--- src/rtl/pew_pkg.sv ---
// ----------------------------------------------------------------------------
// Polygon edge walker package
// Request codes, internal operation codes, queue sizing and shared types.
// ----------------------------------------------------------------------------
package pew_pkg;

  localparam int COORD_BITS_DEF = 12;

  // command queue between front and back
  localparam int QUEUE_DEPTH = 2;

  // request codes on req_type
  localparam logic [1:0] REQ_LOAD_ONE = 2'd0;
  localparam logic [1:0] REQ_LOAD_TWO = 2'd1;
  localparam logic [1:0] REQ_ADVANCE  = 2'd2;

  typedef enum logic [1:0] {
    OP_LOAD_ONE,
    OP_LOAD_TWO,
    OP_ADVANCE,
    OP_HOLD
  } op_t;

  // head of the command queue as seen by the back end
  typedef struct packed {
    logic valid;
    op_t  op;
  } q_head_t;

  typedef enum logic [1:0] {
    ST_IDLE,
    ST_DIVIDE,
    ST_FINISH,
    ST_EMIT
  } st_t;

endpackage

--- src/rtl/pew_front.sv ---
// ----------------------------------------------------------------------------
// Edge walker front end
// Accepts request transactions, decodes the request type and queues the
// decoded operation with its vertices for the back end.
// ----------------------------------------------------------------------------
module pew_front
  import pew_pkg::*;
#(
  parameter int COORD_BITS = COORD_BITS_DEF
) (
  input  logic                         clk,
  input  logic                         rst,
  input  logic                         cmd_valid,
  output logic                         cmd_stall,
  input  logic [1:0]                   req_type,
  input  logic signed [COORD_BITS-1:0] ax,
  input  logic signed [COORD_BITS-1:0] ay,
  input  logic signed [COORD_BITS-1:0] bx,
  input  logic signed [COORD_BITS-1:0] by,
  input  logic signed [COORD_BITS-1:0] cx,
  input  logic signed [COORD_BITS-1:0] cy,
  output q_head_t                      head,
  output logic signed [COORD_BITS-1:0] head_ax,
  output logic signed [COORD_BITS-1:0] head_ay,
  output logic signed [COORD_BITS-1:0] head_bx,
  output logic signed [COORD_BITS-1:0] head_by,
  output logic signed [COORD_BITS-1:0] head_cx,
  output logic signed [COORD_BITS-1:0] head_cy,
  input  logic                         pop
);

  localparam int PTR_W = $clog2(QUEUE_DEPTH);
  localparam int CNT_W = $clog2(QUEUE_DEPTH + 1);

  op_t                         q_op [QUEUE_DEPTH];
  logic signed [COORD_BITS-1:0] q_ax [QUEUE_DEPTH];
  logic signed [COORD_BITS-1:0] q_ay [QUEUE_DEPTH];
  logic signed [COORD_BITS-1:0] q_bx [QUEUE_DEPTH];
  logic signed [COORD_BITS-1:0] q_by [QUEUE_DEPTH];
  logic signed [COORD_BITS-1:0] q_cx [QUEUE_DEPTH];
  logic signed [COORD_BITS-1:0] q_cy [QUEUE_DEPTH];

  logic [PTR_W-1:0] wr_ptr;
  logic [PTR_W-1:0] rd_ptr;
  logic [CNT_W-1:0] count;
  logic             push;
  logic             do_pop;
  op_t              dec_op;

  always_comb begin
    case (req_type)
      REQ_LOAD_ONE: dec_op = OP_LOAD_ONE;
      REQ_LOAD_TWO: dec_op = OP_LOAD_TWO;
      REQ_ADVANCE:  dec_op = OP_ADVANCE;
      default:      dec_op = OP_HOLD;
    endcase
  end

  assign cmd_stall = (count == CNT_W'(QUEUE_DEPTH));
  assign push      = cmd_valid && !cmd_stall;
  assign do_pop    = pop && (count != '0);

  always_ff @(posedge clk) begin
    if (rst) begin
      wr_ptr <= '0;
      rd_ptr <= '0;
      count  <= '0;
    end else begin
      if (push) begin
        wr_ptr <= (wr_ptr == PTR_W'(QUEUE_DEPTH - 1)) ? '0 : wr_ptr + PTR_W'(1);
      end
      if (do_pop) begin
        rd_ptr <= (rd_ptr == PTR_W'(QUEUE_DEPTH - 1)) ? '0 : rd_ptr + PTR_W'(1);
      end
      case ({push, do_pop})
        2'b10:   count <= count + CNT_W'(1);
        2'b01:   count <= count - CNT_W'(1);
        default: count <= count;
      endcase
    end
  end

  always_ff @(posedge clk) begin
    if (push) begin
      q_op[wr_ptr] <= dec_op;
      q_ax[wr_ptr] <= ax;
      q_ay[wr_ptr] <= ay;
      q_bx[wr_ptr] <= bx;
      q_by[wr_ptr] <= by;
      q_cx[wr_ptr] <= cx;
      q_cy[wr_ptr] <= cy;
    end
  end

  assign head.valid = (count != '0);
  assign head.op    = q_op[rd_ptr];
  assign head_ax    = q_ax[rd_ptr];
  assign head_ay    = q_ay[rd_ptr];
  assign head_bx    = q_bx[rd_ptr];
  assign head_by    = q_by[rd_ptr];
  assign head_cx    = q_cx[rd_ptr];
  assign head_cy    = q_cy[rd_ptr];

endmodule

--- src/rtl/pew_back.sv ---
// ----------------------------------------------------------------------------
// Edge walker back end
// Executes queued operations on the edge state: edge setup, scanline step
// with a bit-serial divider for the x run, and the result register.
// ----------------------------------------------------------------------------
module pew_back
  import pew_pkg::*;
#(
  parameter int COORD_BITS = COORD_BITS_DEF
) (
  input  logic                         clk,
  input  logic                         rst,
  input  q_head_t                      head,
  input  logic signed [COORD_BITS-1:0] head_ax,
  input  logic signed [COORD_BITS-1:0] head_ay,
  input  logic signed [COORD_BITS-1:0] head_bx,
  input  logic signed [COORD_BITS-1:0] head_by,
  input  logic signed [COORD_BITS-1:0] head_cx,
  input  logic signed [COORD_BITS-1:0] head_cy,
  output logic                         pop,
  output logic                         res_valid,
  input  logic                         res_stall,
  output logic                         frag_valid,
  output logic signed [COORD_BITS-1:0] frag_x,
  output logic signed [COORD_BITS-1:0] frag_y
);

  localparam int AW    = COORD_BITS + 1;
  localparam int CNT_W = $clog2(AW);

  typedef struct packed {
    logic                  step_left;
    logic [COORD_BITS-1:0] run_len;
    logic [COORD_BITS-1:0] rise_len;
    logic [AW-1:0]         acc;
    logic                  live;
  } edge_t;

  function automatic edge_t setup_f(input logic signed [COORD_BITS-1:0] x0,
                                    input logic signed [COORD_BITS-1:0] y0,
                                    input logic signed [COORD_BITS-1:0] x1,
                                    input logic signed [COORD_BITS-1:0] y1);
    edge_t           e;
    logic [AW-1:0]   dx;
    logic [AW-1:0]   dy;
    dx          = {x1[COORD_BITS-1], x1} - {x0[COORD_BITS-1], x0};
    dy          = {y1[COORD_BITS-1], y1} - {y0[COORD_BITS-1], y0};
    e.step_left = dx[AW-1];
    e.run_len   = dx[AW-1] ? COORD_BITS'(-dx) : dx[COORD_BITS-1:0];
    e.rise_len  = dy[AW-1] ? COORD_BITS'(-dy) : dy[COORD_BITS-1:0];
    e.acc       = dx[AW-1] ? AW'(1) : {1'b0, e.rise_len};
    e.live      = (y0 < y1);
    return e;
  endfunction

  st_t state, state_next;

  logic signed [COORD_BITS-1:0] cur_x, cur_x_next;
  logic signed [COORD_BITS-1:0] cur_y, cur_y_next;
  logic signed [COORD_BITS-1:0] end_y, end_y_next;
  logic                         step_left, step_left_next;
  logic [COORD_BITS-1:0]        run_len, run_len_next;
  logic [COORD_BITS-1:0]        rise_len, rise_len_next;
  logic [AW-1:0]                error_acc, error_acc_next;
  logic                         second_pending, second_pending_next;
  logic signed [COORD_BITS-1:0] joint_x, joint_x_next;
  logic signed [COORD_BITS-1:0] joint_y, joint_y_next;
  logic signed [COORD_BITS-1:0] top_x, top_x_next;
  logic signed [COORD_BITS-1:0] top_y, top_y_next;
  logic                         live, live_next;

  logic [AW-1:0]    rem, rem_next;
  logic [AW-1:0]    quo, quo_next;
  logic [CNT_W-1:0] cnt, cnt_next;

  logic                         out_load;
  edge_t                        e_one;
  edge_t                        e_two;
  edge_t                        e_join;
  logic signed [COORD_BITS-1:0] y_inc;
  logic [AW-1:0]                acc_sum;
  logic [AW-1:0]                rem_shift;
  logic                         rem_ge;

  assign e_one   = setup_f(head_ax, head_ay, head_bx, head_by);
  assign e_two   = setup_f(head_bx, head_by, head_cx, head_cy);
  assign e_join  = setup_f(joint_x, joint_y, top_x, top_y);
  assign y_inc   = cur_y + COORD_BITS'(1);
  assign acc_sum = error_acc + {1'b0, run_len};

  // one restoring-division step: bring in the next dividend bit
  assign rem_shift = {rem[AW-2:0], quo[AW-1]};
  assign rem_ge    = (rem_shift >= {1'b0, rise_len});

  always_comb begin
    state_next          = state;
    cur_x_next          = cur_x;
    cur_y_next          = cur_y;
    end_y_next          = end_y;
    step_left_next      = step_left;
    run_len_next        = run_len;
    rise_len_next       = rise_len;
    error_acc_next      = error_acc;
    second_pending_next = second_pending;
    joint_x_next        = joint_x;
    joint_y_next        = joint_y;
    top_x_next          = top_x;
    top_y_next          = top_y;
    live_next           = live;
    rem_next            = rem;
    quo_next            = quo;
    cnt_next            = cnt;
    pop                 = 1'b0;
    out_load            = 1'b0;

    case (state)
      ST_IDLE: begin
        if (head.valid) begin
          pop        = 1'b1;
          state_next = ST_EMIT;
          case (head.op)
            OP_LOAD_ONE: begin
              second_pending_next = 1'b0;
              joint_x_next        = head_bx;
              joint_y_next        = head_by;
              cur_x_next          = head_ax;
              cur_y_next          = head_ay;
              end_y_next          = head_by;
              step_left_next      = e_one.step_left;
              run_len_next        = e_one.run_len;
              rise_len_next       = e_one.rise_len;
              error_acc_next      = e_one.acc;
              live_next           = e_one.live;
            end
            OP_LOAD_TWO: begin
              joint_x_next = head_bx;
              joint_y_next = head_by;
              top_x_next   = head_cx;
              top_y_next   = head_cy;
              if (e_one.live) begin
                second_pending_next = 1'b1;
                cur_x_next          = head_ax;
                cur_y_next          = head_ay;
                end_y_next          = head_by;
                step_left_next      = e_one.step_left;
                run_len_next        = e_one.run_len;
                rise_len_next       = e_one.rise_len;
                error_acc_next      = e_one.acc;
                live_next           = 1'b1;
              end else begin
                // first edge does not rise: go straight to the second one
                second_pending_next = 1'b0;
                cur_x_next          = head_bx;
                cur_y_next          = head_by;
                end_y_next          = head_cy;
                step_left_next      = e_two.step_left;
                run_len_next        = e_two.run_len;
                rise_len_next       = e_two.rise_len;
                error_acc_next      = e_two.acc;
                live_next           = e_two.live;
              end
            end
            OP_ADVANCE: begin
              if (live) begin
                if (y_inc < end_y) begin
                  cur_y_next = y_inc;
                  if (acc_sum > {1'b0, rise_len}) begin
                    // x moves floor((acc-1)/rise) pixels; divide bit by bit
                    rem_next   = '0;
                    quo_next   = acc_sum - AW'(1);
                    cnt_next   = CNT_W'(AW - 1);
                    state_next = ST_DIVIDE;
                  end else begin
                    error_acc_next = acc_sum;
                  end
                end else if (second_pending) begin
                  second_pending_next = 1'b0;
                  cur_x_next          = joint_x;
                  cur_y_next          = joint_y;
                  end_y_next          = top_y;
                  step_left_next      = e_join.step_left;
                  run_len_next        = e_join.run_len;
                  rise_len_next       = e_join.rise_len;
                  error_acc_next      = e_join.acc;
                  live_next           = e_join.live;
                end else begin
                  cur_y_next = y_inc;
                  live_next  = 1'b0;
                end
              end
            end
            default: begin
            end
          endcase
        end
      end
      ST_DIVIDE: begin
        rem_next = rem_ge ? (rem_shift - {1'b0, rise_len}) : rem_shift;
        quo_next = {quo[AW-2:0], rem_ge};
        if (cnt == '0) begin
          state_next = ST_FINISH;
        end else begin
          cnt_next = cnt - CNT_W'(1);
        end
      end
      ST_FINISH: begin
        error_acc_next = rem + AW'(1);
        cur_x_next     = step_left ? (cur_x - quo[COORD_BITS-1:0])
                                   : (cur_x + quo[COORD_BITS-1:0]);
        state_next     = ST_EMIT;
      end
      ST_EMIT: begin
        // hold until the result register is free or drains this cycle
        if (!res_valid || !res_stall) begin
          out_load   = 1'b1;
          state_next = ST_IDLE;
        end
      end
      default: begin
        state_next = ST_IDLE;
      end
    endcase
  end

  always_ff @(posedge clk) begin
    if (rst) begin
      state          <= ST_IDLE;
      cur_x          <= '0;
      cur_y          <= '0;
      end_y          <= '0;
      step_left      <= 1'b0;
      run_len        <= '0;
      rise_len       <= '0;
      error_acc      <= '0;
      second_pending <= 1'b0;
      joint_x        <= '0;
      joint_y        <= '0;
      top_x          <= '0;
      top_y          <= '0;
      live           <= 1'b0;
      cnt            <= '0;
    end else begin
      state          <= state_next;
      cur_x          <= cur_x_next;
      cur_y          <= cur_y_next;
      end_y          <= end_y_next;
      step_left      <= step_left_next;
      run_len        <= run_len_next;
      rise_len       <= rise_len_next;
      error_acc      <= error_acc_next;
      second_pending <= second_pending_next;
      joint_x        <= joint_x_next;
      joint_y        <= joint_y_next;
      top_x          <= top_x_next;
      top_y          <= top_y_next;
      live           <= live_next;
      cnt            <= cnt_next;
    end
  end

  always_ff @(posedge clk) begin
    rem <= rem_next;
    quo <= quo_next;
  end

  always_ff @(posedge clk) begin
    if (rst) begin
      res_valid <= 1'b0;
    end else if (out_load) begin
      res_valid <= 1'b1;
    end else if (!res_stall) begin
      res_valid <= 1'b0;
    end
  end

  always_ff @(posedge clk) begin
    if (out_load) begin
      frag_valid <= live;
      frag_x     <= live ? cur_x : '0;
      frag_y     <= live ? cur_y : '0;
    end
  end

endmodule

--- src/rtl/polygon_edge_walker.sv ---
// Flow: a load or a step that leaves x alone passes IDLE, EMIT and the result
//   register; a step that moves x first adds the serial divide (DIVIDE, FINISH).
// Order: the back end takes one item at a time and pops the next only after EMIT
//   has loaded the result register, which waits while a held result is stalled.
// Reset: rst is synchronous; clears the queue, edge state (no fragment) and result.
// ----------------------------------------------------------------------------
// Polygon edge walker
// Integer DDA edge walker with decoupled request decode and edge execution.
// ----------------------------------------------------------------------------
module polygon_edge_walker
  import pew_pkg::*;
#(
  parameter int COORD_BITS = COORD_BITS_DEF
) (
  input  logic                         clk,
  input  logic                         rst,
  input  logic                         cmd_valid,
  output logic                         cmd_stall,
  input  logic [1:0]                   req_type,
  input  logic signed [COORD_BITS-1:0] ax,
  input  logic signed [COORD_BITS-1:0] ay,
  input  logic signed [COORD_BITS-1:0] bx,
  input  logic signed [COORD_BITS-1:0] by,
  input  logic signed [COORD_BITS-1:0] cx,
  input  logic signed [COORD_BITS-1:0] cy,
  output logic                         res_valid,
  input  logic                         res_stall,
  output logic                         frag_valid,
  output logic signed [COORD_BITS-1:0] frag_x,
  output logic signed [COORD_BITS-1:0] frag_y
);

  q_head_t                      head;
  logic signed [COORD_BITS-1:0] head_ax;
  logic signed [COORD_BITS-1:0] head_ay;
  logic signed [COORD_BITS-1:0] head_bx;
  logic signed [COORD_BITS-1:0] head_by;
  logic signed [COORD_BITS-1:0] head_cx;
  logic signed [COORD_BITS-1:0] head_cy;
  logic                         pop;

  pew_front #(
    .COORD_BITS(COORD_BITS)
  ) u_front (
    .clk       (clk),
    .rst       (rst),
    .cmd_valid (cmd_valid),
    .cmd_stall (cmd_stall),
    .req_type  (req_type),
    .ax        (ax),
    .ay        (ay),
    .bx        (bx),
    .by        (by),
    .cx        (cx),
    .cy        (cy),
    .head      (head),
    .head_ax   (head_ax),
    .head_ay   (head_ay),
    .head_bx   (head_bx),
    .head_by   (head_by),
    .head_cx   (head_cx),
    .head_cy   (head_cy),
    .pop       (pop)
  );

  pew_back #(
    .COORD_BITS(COORD_BITS)
  ) u_back (
    .clk        (clk),
    .rst        (rst),
    .head       (head),
    .head_ax    (head_ax),
    .head_ay    (head_ay),
    .head_bx    (head_bx),
    .head_by    (head_by),
    .head_cx    (head_cx),
    .head_cy    (head_cy),
    .pop        (pop),
    .res_valid  (res_valid),
    .res_stall  (res_stall),
    .frag_valid (frag_valid),
    .frag_x     (frag_x),
    .frag_y     (frag_y)
  );

endmodule

--- config.mk ---
export PLATFORM = sky130hd
export DESIGN_NAME = polygon_edge_walker
export DESIGN_NICKNAME = d
export VERILOG_FILES = /design/src/rtl/pew_pkg.sv /design/src/rtl/pew_front.sv /design/src/rtl/pew_back.sv /design/src/rtl/polygon_edge_walker.sv
export SDC_FILE = /design/constraint.sdc
export NUM_CORES = 1
export LEC_CHECK = 0
export BUFFER_PORTS_ARGS = -buffer_cell sky130_fd_sc_hd__buf_2
export CAP_MARGIN = 25
export CORE_ASPECT_RATIO = 0.6
export CORE_MARGIN = 3
export CORE_UTILIZATION = 25
export DETAILED_ROUTE_END_ITERATION = 10
export PLACE_DENSITY = 0.48
export SETUP_SLACK_MARGIN = 0.1
export SLEW_MARGIN = 10
export SYNTH_ARGS = -nofsm -noshare
export SYNTH_HDL_FRONTEND = slang
export SYNTH_SLANG_ARGS = --single-unit
--- constraint.sdc ---
create_clock -name clk -period 11.52 [get_ports clk]
set_input_delay 1.728 -clock clk [delete_from_list [all_inputs] [get_ports clk]]
set_output_delay 1.728 -clock clk [all_outputs]
set_load 0.02 [all_outputs]
**After elaboration in Yosys (flattened, before gate mapping)**

Memories as Yosys holds them, arrays and structs flattened. A register that Yosys moved wholly into a read port is not among the register bits.
Cells that the tools add are included.

- Bits in registers: 186
- Memory bits (writable): 148
- Input bits: 78
- Output and inout port bits: 27
- Word-level logic and storage cells: 229
- Memories: 7

- Add/sub/neg operators: 24
- Order comparisons: 6
- Equality and inequality tests: 28
- Mux-type cells: 113
- Reductions and logical operators: 27

Memories:

| memory | depth | bits a word | read ports | clocked after memory_dff | wr ports | RTL line | text |
|---|---|---|---|---|---|---|---|
| u_front.q_ax | 2 | 12 | 1 | 1 | 1 | pew_front.sv:36 | `logic signed [COORD_BITS-1:0] q_ax [QUEUE_DEPTH];` |
| u_front.q_ay | 2 | 12 | 1 | 1 | 1 | pew_front.sv:37 | `logic signed [COORD_BITS-1:0] q_ay [QUEUE_DEPTH];` |
| u_front.q_bx | 2 | 12 | 1 | 1 | 1 | pew_front.sv:38 | `logic signed [COORD_BITS-1:0] q_bx [QUEUE_DEPTH];` |
| u_front.q_by | 2 | 12 | 1 | 1 | 1 | pew_front.sv:39 | `logic signed [COORD_BITS-1:0] q_by [QUEUE_DEPTH];` |
| u_front.q_cx | 2 | 12 | 1 | 1 | 1 | pew_front.sv:40 | `logic signed [COORD_BITS-1:0] q_cx [QUEUE_DEPTH];` |
| u_front.q_cy | 2 | 12 | 1 | 1 | 1 | pew_front.sv:41 | `logic signed [COORD_BITS-1:0] q_cy [QUEUE_DEPTH];` |
| 1 more memories | n/a | n/a | n/a | n/a | n/a | n/a |  |

Operator list:

| cell | count |
|---|---|
| $mux W12 | 31 |
| $mux W13 | 17 |
| $pmux W12 S3 | 5 |
| $pmux W13 S2 | 3 |
| $sub A12 B12 Y13 | 6 |
| $neg A12 Y12 | 6 |
| $lt A12 B12 Y1 | 4 |
| $pmux W13 S3 | 1 |
| $mux W1 | 35 |
| $mux W4 | 6 |
| $pmux W12 S2 | 1 |
| $reduce_and A6 Y1 | 4 |
| $ne A2 B1 Y1 const B | 8 |
| $mux W2 | 7 |
| $add A13 B1 Y13 const B | 1 |
| $add A13 B12 Y13 | 1 |
| $ge A13 B12 Y1 | 1 |
| $gt A13 B12 Y1 | 1 |
| $sub A13 B1 Y13 const B | 1 |
| $sub A13 B12 Y13 | 1 |
| $add A12 B12 Y12 | 1 |
| $add A12 B2 Y12 const B | 1 |
| $eq A2 B2 Y1 const B | 6 |
| $reduce_and A3 Y1 | 4 |
| other kinds (27) | 46 |

**Logic depth before layout (Yosys ltp)**

Gate-level depths: netlist of the first run.

- Depth in word-level cells: 10
- Depth in mapped cells: 19
- Depth with buffers taken out: 19

**Hierarchy**

Synthesis of the first run repeated with hierarchy kept, for this count alone.

- Cell total of the unflattened synthesis: 2367
- Area, all modules: 21922.3 sq um

Modules (own cells, without submodules):

| module | instances | cells an instance | area each (sq um) | seq. area each (sq um) |
|---|---|---|---|---|
| pew_back | 1 | 2109 | 16370.7 | 4154.0 |
| pew_front | 1 | 258 | 5551.6 | 4544.4 |

**Worst setup path after synthesis of the first run**

OpenSTA, ideal clock, no wires.

- Path kind: flip-flop to flip-flop
- Start point: register u_back.error_acc[1]
- End point: register u_back.cnt[1]
- Setup time: 0.128 ns
- Arrival: 6.071 ns
- Data required time: 11.392 ns
- Slack: 5.321 ns
- Cell stages (with the launch flop): 18
- Buffers on the path: 0
- Period minus slack after synthesis: 6.199 ns
- Cell sequence: dfxtp_1 ha_1 a211oi_1 o21ai_0 o311a_1 a41o_1 or2_2 xor2_1 ha_1 and3_1 nand3_1 a211o_1 a21oi_1 nor3b_1 o32ai_1 o21ai_0 a22oi_1 nor2_1

- Cells in the longest elaborated chain, start to end: 4

Ends and longest elaborated chain:

| item | RTL line | text |
|---|---|---|
| start, declared | pew_back.sv:64 | `logic [AW-1:0] error_acc, error_acc_next;` |
| start signal, assigned | pew_back.sv:250 | `error_acc <= error_acc_next;` |
| $add A13 B12 Y13 | pew_back.sv:89 | `assign acc_sum = error_acc + {1'b0, run_len};` |
| $gt A13 B12 Y1 | pew_back.sv:167 | `if (acc_sum > {1'b0, rise_len}) begin` |
| $ne A2 B1 Y1 (no source line) | n/a |  |
| $reduce_and A7 Y1 (no source line) | n/a |  |
| end signal, assigned | pew_back.sv:257 | `cnt <= cnt_next;` |
| end, declared | pew_back.sv:74 | `logic [CNT_W-1:0] cnt, cnt_next;` |

No other way between the ends.
A chain may end at the register's enable or synchronous reset.

**Worst setup path in the final report of the first run**

- Start point: register u_back.cur_y[0]
- End point: register u_back.rise_len[0]

- Cells in the longest elaborated chain, start to end: 4

Ends and longest elaborated chain:

| item | RTL line | text |
|---|---|---|
| start, declared | pew_back.sv:59 | `logic signed [COORD_BITS-1:0] cur_y, cur_y_next;` |
| start signal, assigned | pew_back.sv:245 | `cur_y <= cur_y_next;` |
| $add A12 B2 Y12 | pew_back.sv:88 | `assign y_inc = cur_y + COORD_BITS'(1);` |
| $lt A12 B12 Y1 | pew_back.sv:165 | `if (y_inc < end_y) begin` |
| $ne A2 B2 Y1 (no source line) | n/a |  |
| $reduce_and A6 Y1 (no source line) | n/a |  |
| end signal, assigned | pew_back.sv:249 | `rise_len <= rise_len_next;` |
| end, declared | pew_back.sv:63 | `logic [COORD_BITS-1:0] rise_len, rise_len_next;` |

No other way between the ends.

==> results of run 1 <==
cell type report:
type | count | area share
Antenna cell | 2 | 0.000197
Clock buffer | 48 | 0.0405
Clock inverter | 18 | 0.00921
Inverter | 147 | 0.0217
Multi-Input combinational cell | 1768 | 0.495
Sequential cell | 335 | 0.342
Tap cell | 1161 | 0.0571
Timing Repair Buffer | 145 | 0.0334
routing by layer:
layer	global-route usage	vias to the layer above	part of all wire
met5	0	-	0
met4	0.0270	0	0.015
met3	0.0369	82	0.082
met2	0.209	676	0.37
met1	0.259	8883	0.53
li1	-	8988	-
Yosys cell counts (all sizes together), types with 8 or more instances:
cell     instances  share of area
a2111oi         10         0.0062
a211o            9         0.0035
a211oi          67          0.023
a21o            20         0.0068
a21oi          141          0.032
a221oi          13         0.0051
a22oi           40          0.014
a311oi           9         0.0035
a31oi           20         0.0059
and2            37          0.010
and3            21         0.0059
buf             22         0.0064
clkbuf          90          0.015
dfxtp          136           0.12
edfxtp         199           0.27
fa               9         0.0081
ha             151          0.085
inv            145          0.024
mux2            28          0.014
mux2i           69          0.031
nand2          115          0.020
nand2b          21         0.0059
nand3           66          0.015
nand4           16         0.0045
nor2           225          0.038
nor2b           20         0.0056
nor3            73          0.016
nor4            16         0.0045
o2111ai         12         0.0047
o211a           14         0.0063
o211ai          20         0.0070
o21a            27         0.0092
o21ai          141          0.032
o221ai          35          0.014
o22ai           11         0.0031
o31ai           10         0.0036
o41ai            9         0.0042
or2             10         0.0028
or3              8         0.0023
xnor2          114          0.045
xor2            51          0.020
worst min-delay path by stage:
| stage | to | start | cells past startpoint |
|---|---|---|---|
| 3_3_place_gp | u_back.rise_len[8] | u_back.rise_len[8] | 2 |
| 2_1_floorplan | u_back.frag_valid | u_back.live | 0 |
| 3_5_place_dp | u_back.rise_len[8] | u_back.rise_len[8] | 2 |
| 4_1_cts | u_back.cur_x[4] | u_back.cur_x[4] | 2 |
| 5_1_grt | u_back.cur_x[7] | u_back.cur_x[7] | 2 |
| 6_report | u_back.cur_x[7] | u_back.cur_x[7] | 2 |
worst max-delay path: stages (launching register included):
cell	delay (ns)
dfxtp_1	0.61
ha_1	0.36
and3_1	0.27
nand3_1	0.11
xnor2_1	0.17
ha_1	0.32
and4_1	0.21
and3_1	0.21
nand2_1	0.08
o21ai_1	0.76
nand2_1	0.61
a21oi_4	0.70
buf_4	0.41
o221ai_1	0.27
o21ai_0	0.15
nor2_1	0.06
cells in the final DEF (no fill, tap or decap), drive strengths merged, types with 50 or more instances in the layout:
cell type and instances:
inv 146, edfxtp 199, ha 151, nand2 115
xnor2 114, nor2 225, mux2i 69, xor2 51
a211oi 67, nor3 73, a21oi 141, buf 143
nand3 66, dfxtp 136, clkbuf 50, o21ai 141
flip-flops by register name (all words and copies together) (netlist names), 2 cells and up, named ones only:
signal and count:
u_front.q_ax 24, u_back.frag_x 12, u_front.q_cx 24, u_back.joint_y 12, u_back.frag_y 12, u_back.cur_x 12
u_back.state 2, u_back.cnt 4, u_back.top_x 12, u_front.q_bx 24, u_front.q_op 4, u_back.run_len 12
u_front.count 2, u_back.top_y 12, u_front.q_by 24, u_back.rise_len 12, u_front.q_ay 24, u_back.error_acc 13
u_back.joint_x 12, u_back.cur_y 12, u_back.end_y 12, u_back.quo 13, u_back.rem 13, u_front.q_cy 24
per-stage QoR:
stage	utilization	instances	setup slack, ns	cell area, um2	hold WS (ns)
detailed placement	0.274	3552	6.13	24100	0.481
finish	0.289	3624	6.08	25400	0.490
global route	0.289	3623	5.64	25400	0.517
CTS	0.289	3618	6.12	25400	0.489
floorplan	-	2363	5.32	22200	0.446
global placement	0.274	3551	6.13	24100	0.475
cell families after synthesis:
family | synth area share
adders and majority gates | 0.0931
muxes | 0.0452
and+or+nand+nor | 0.144
DFF | 0.391
xor gates and xnor gates | 0.0660
AOI/OAI and AO/OA | 0.213
buffers and inverters | 0.0469
==> impl_results.md, run 1 <==
- Register area: approximately 8700 um2
- CTS root buf: clkbuf_16
- Worst Setup Start Kind: flip-flop
- Ports: about 110
- Mapped Cells: roughly 2.4k
- Clock latency on the worst-skew pair: 0.57 ns
- Iteration-0 DRC Markers: around 1.9k
- Max clock buf depth: 3
- Reg clk slew, reported paths: approximately 0.070 ns
- Yosys Warn Count: 0
- Chip Width: about 390 um
- Slew of the pin with the lowest slew margin: about 1.1 ns
- Starting density of the core: 0.253
- Setup TNS: 0 ns
- Fin. max-slew vios: 0
- Final setup violation count: 0
- CTS H-tree lvls: 2
- Final Hold Viols: 0
- First-pass GRT wire length: ~110000 um
- Crit end category: flip-flop
- Slew margin rel.: 0.287
- Die Outline Area: approximately 90000 um2
- Reg2reg setup slack: slightly above 6 ns
- Routed WL per cell: roughly 21 um
- Mean Syn Cell Area: roughly 9.4 um2
- Unrepaired setup endpoints after global routing: no
- Syn nets: ~2.6k
- Synth Cell Area: ~22000 um2
- TritonCTS clock tree: yes
- Detailed placer's ending HPWL: between 50000 and 60000 um
- Routability cong.: ~0.90
- Post-synthesis sequential area ratio: 0.391
- Primary FF master, synth: edfxtp_1
- Reg-to-Reg End: u_back.rise_len[0]
- HP Class: flip-flop to flip-flop
- Crit path to: u_back.rise_len[0]
- Post-CTS resize count: 0
- Via/cell ratio: 5.14
- EDFF count, synth: 199
- Routed Antenna Nets: 0
- Max Cap Viol: 0
- Asr flop ratio synth: 0
- Startpoint of the worst register-to-register path: u_back.cur_y[0]
- Synth Register Bits: roughly 340
- CTS buffer count: 36
- NumNets Final: 2671
- Status: completed
- Multi-input gate area: 12600 um2
- I/O Buffers: between 100 and 150
- Fmax: roughly 180 MHz
- Period utilisation layout: 0.472
- DIE HEIGHT: 237 um
- Initial antenna violation count: 2
- Vias: ~19k
- R2r worst-path depth: 15
- Drt first pass iters: 8
- Critical setup path kind: flip-flop to flip-flop
- Worst-path fanout max: 26
- CP Data Arrival Time: ~5.9 ns
- Clock Skews: between 0.03 and 0.04 ns
- Grt total ovfl: 0
- Clock sink count: roughly 340
- Vias in the first global route: around 17k
- Synth cell types: 100
- Origin of the worst setup path: u_back.cur_y[0]
- Crit path time final: around 5.4 ns
- CP required: 11.95 ns
- Area growth from synthesis to layout: 14.3%
- Layout cells sized above 1: 0.112
- Post-CTS Setup Bufs: 0
- Post-route DRC: 0
- Largest net degree at the start of global routing: 73
- Rows: 84
- Hold Buf Count CTS: 0
- Core ar.: 87900 um2
- Total Wirelength: about 76000 um
- FILL cells: a little over 9k
- All-Layer GR Usage: 0.160
Power of run 1 is left out: the tool's default activity adds up to more than one toggle a clock period on the data nets, which glitch-free logic cannot reach.
==> run 2, diff against run 1 <==
==> constraint.sdc (replaced) <==
create_clock -name clk -period 5.4 [get_ports clk]
set_input_delay 0.81 -clock clk [delete_from_list [all_inputs] [get_ports clk]]
set_output_delay 0.81 -clock clk [all_outputs]
set_load 0.02 [all_outputs]
==> impl_results.md, run 2 (synthesized netlist as in run 1, its figures left out) <==
- Most frequent cells in the layout: nor2_1 (222), edfxtp_1 (199), ha_1 (149) (unchanged)
- Routed WL per cell: 21.8 um (was 20.9 um)
- CP max stage delay: 0.60 ns (was 0.76 ns)
- Hold Buf Count CTS: 0 (unchanged)
- Via/cell ratio: 5.32 (was 5.14)
- Initial antenna violation count: 0 (was 2)
- Origin of the worst setup path: u_back.cur_y[0] (unchanged)
- Clock latency on the worst-skew pair: 0.56 ns (was 0.57 ns)
- Diodes inserted: 0 (was 2)
- Starting density of the core: 0.253 (unchanged)
- Reg2reg setup slack: 0.63 ns (was 6.08 ns)
- CTS H-tree lvls: 2 (unchanged)
- Max Cap Viol: 0 (unchanged)
- Drt first pass iters: 8 (unchanged)
- Post-route DRC: 0 (unchanged)
- Crit-path slowest cell: a211oi_1 (was o21ai_1)
- Ports: 105 (unchanged)
- GRT met3 Usage: 0.0362 (was 0.0369)
- Area growth from synthesis to layout: 15.0% (was 14.3%)
- Largest net degree at the start of global routing: 75 (was 73)
- CTS root buf: clkbuf_16 (unchanged)
- Final setup violation count: 0 (unchanged)
- Setup TNS: 0 ns (unchanged)
- HP Class: primary input to flip-flop (was flip-flop to flip-flop)
- Crit end category: flip-flop (unchanged)
- Clock Skews: 0.0275 ns (was 0.0373 ns)
- Die Outline Area: 92700 um2 (unchanged)
- Layout Cells excl Fill: 3636 (was 3624)
- Status: completed (unchanged)
- Post-layout util: 0.291 (was 0.289)
- Crit path time final: 4.77 ns (was 5.44 ns)
- Chip Width: 391 um (unchanged)
- TritonCTS clock tree: yes (unchanged)
- First-pass GRT wire length: 119000 um (was 114000 um)
- Post-CTS Setup Bufs: 0 (unchanged)
- Critical setup path kind: flip-flop to flip-flop (unchanged)
- All-Layer GR Usage: 0.167 (was 0.160)
- Most Crowded Layer GR: met1 (unchanged)
- Slew of the pin with the lowest slew margin: 1.02 ns (was 1.07 ns)
- Max clock buf depth: 3 (unchanged)
- CP Data Arrival Time: 5.24 ns (was 5.86 ns)
- Vias in the first global route: 18.5k (was 17.4k)
- Fmax: 210 MHz (was 184 MHz)
- Post-CTS resize count: 0 (unchanged)
- Met1 Use GR: 0.269 (was 0.259)
- Clock sink count: 335 (unchanged)
- Reg-to-Reg End: u_back.error_acc[8] (was u_back.rise_len[0])
- Final Hold Viols: 0 (unchanged)
- Worst Setup Start Kind: flip-flop (unchanged)
- Core ar.: 87900 um2 (unchanged)
- Startpoint of the worst register-to-register path: u_back.cur_y[0] (unchanged)
- Crit-path cells: ha_1, and3_1, nand3_1, xnor2_1, ha_1, o21a_1, a211oi_1, a2bb2oi_1, o21ai_1, a211oi_1, nor2_1, buf_4, nor2_1, nor3_1, a311oi_1 (was ha_1, and3_1, nand3_1, xnor2_1, ha_1, and4_1, and3_1, nand2_1, o21ai_1, nand2_1, a21oi_4, buf_4, o221ai_1, o21ai_0, nor2_1)
- Detailed placer's ending HPWL: 61200 um (was 58000 um)
- Worst-path fanout max: 12 (was 26)
- Reg clk slew, reported paths: 0.07 ns (about the same)
- Final instance area: 25600 um2 (was 25400 um2)
- R2r worst-path depth: 15 (unchanged)
- FILL cells: 9275 (was 9309)
- GR Util met2: 0.224 (was 0.209)
- Placed inst area: 24400 um2 (was 24100 um2)
- Unrepaired setup endpoints after global routing: no (unchanged)
- Placed Instances: 3574 (was 3552)
- Routability cong.: 0.926 (was 0.901)
- I/O Buffers: 104 (unchanged)
- NumNets Final: 2689 (was 2671)
- DIE HEIGHT: 237 um (unchanged)
- Layout cells sized above 1: 0.116 (was 0.112)
- Vias: 19.3k (was 18.6k)
- Iteration-0 DRC Markers: 2109 (was 1939)
- Crit path to: u_back.error_acc[8] (was u_back.rise_len[0])
- Period utilisation layout: 0.883 (was 0.472)
- Grt total ovfl: 0 (unchanged)
- Fin. max-slew vios: 0 (unchanged)
- Commonest non-fill, non-tap cell in the layout: nor2_1 (unchanged)
- Routed Antenna Nets: 0 (unchanged)
- Slew margin rel.: 0.322 (was 0.287)
- CTS buffer count: 35 (was 36)
- Rows: 84 (unchanged)
- CP required: 5.87 ns (was 11.95 ns)
- Total Wirelength: 79300 um (was 75900 um)
## run 2: cell count changes in the layout (fill, tap and decap cells not counted), sizes merged
| cell | delta |
|---|---|
| buf | +20 |
| clkbuf | -9 |
| bufinv | +2 |
| clkinv | -7 |
| clkinvlp | +4 |
| clkdlybuf4s15 | +1 |
| inv | +3 |
| diode | -2 |
## run 2: layout make-up
cell class	count	area (um2)	area share
Multi-Input combinational cell	1768	12600	0.492
Sequential cell	335	8700	0.340
Tap cell	1161	1450	0.0568
Timing Repair Buffer	164	1070	0.0417
Clock buffer	41	898	0.0351
Inverter	147	552	0.0216
Clock inverter	20	309	0.0121
## run 2: worst min-delay path by stage
stage / start / to / slack (ns) / cells after the start
CTS: ax[9] / u_front.q_ax[0][9] / 0.41 / 1
global placement: u_back.cnt[2] / u_back.cnt[2] / 0.47 / 2
detailed placement: u_back.cur_x[7] / u_back.cur_x[7] / 0.48 / 2
floorplan: u_back.live / u_back.frag_valid / 0.45 / 0
finish: by[9] / u_front.q_by[0][9] / 0.44 / 1
global route: cx[4] / u_front.q_cx[1][4] / 0.42 / 1
## run 2: routing by layer
metal,vias up,part of all wire
li1,9006,-
met1,9435,0.51
met2,806,0.38
met3,91,0.087
met4,0,0.016
met5,-,0
## run 2: through the flow
stage / hold slack (ns) / setup WS (ns)
final: 0.435 / 0.629
after global routing: 0.422 / 0.363
after CTS: 0.410 / 0.743
after detailed placement: 0.476 / 0.763
after global placement: 0.468 / 0.892
after floorplan: 0.446 / 0.365
## run 2: critical path: cells and delay by family (launching register included)
kind | cells | cell delay, ns
compound gates | 6 | 2.05
buf+inv | 1 | 0.21
xor+xnor | 1 | 0.27
simple gates | 5 | 1.01
flops | 1 | 0.56
fa+ha+maj | 2 | 0.57
Power of run 2 is left out for the same reason.
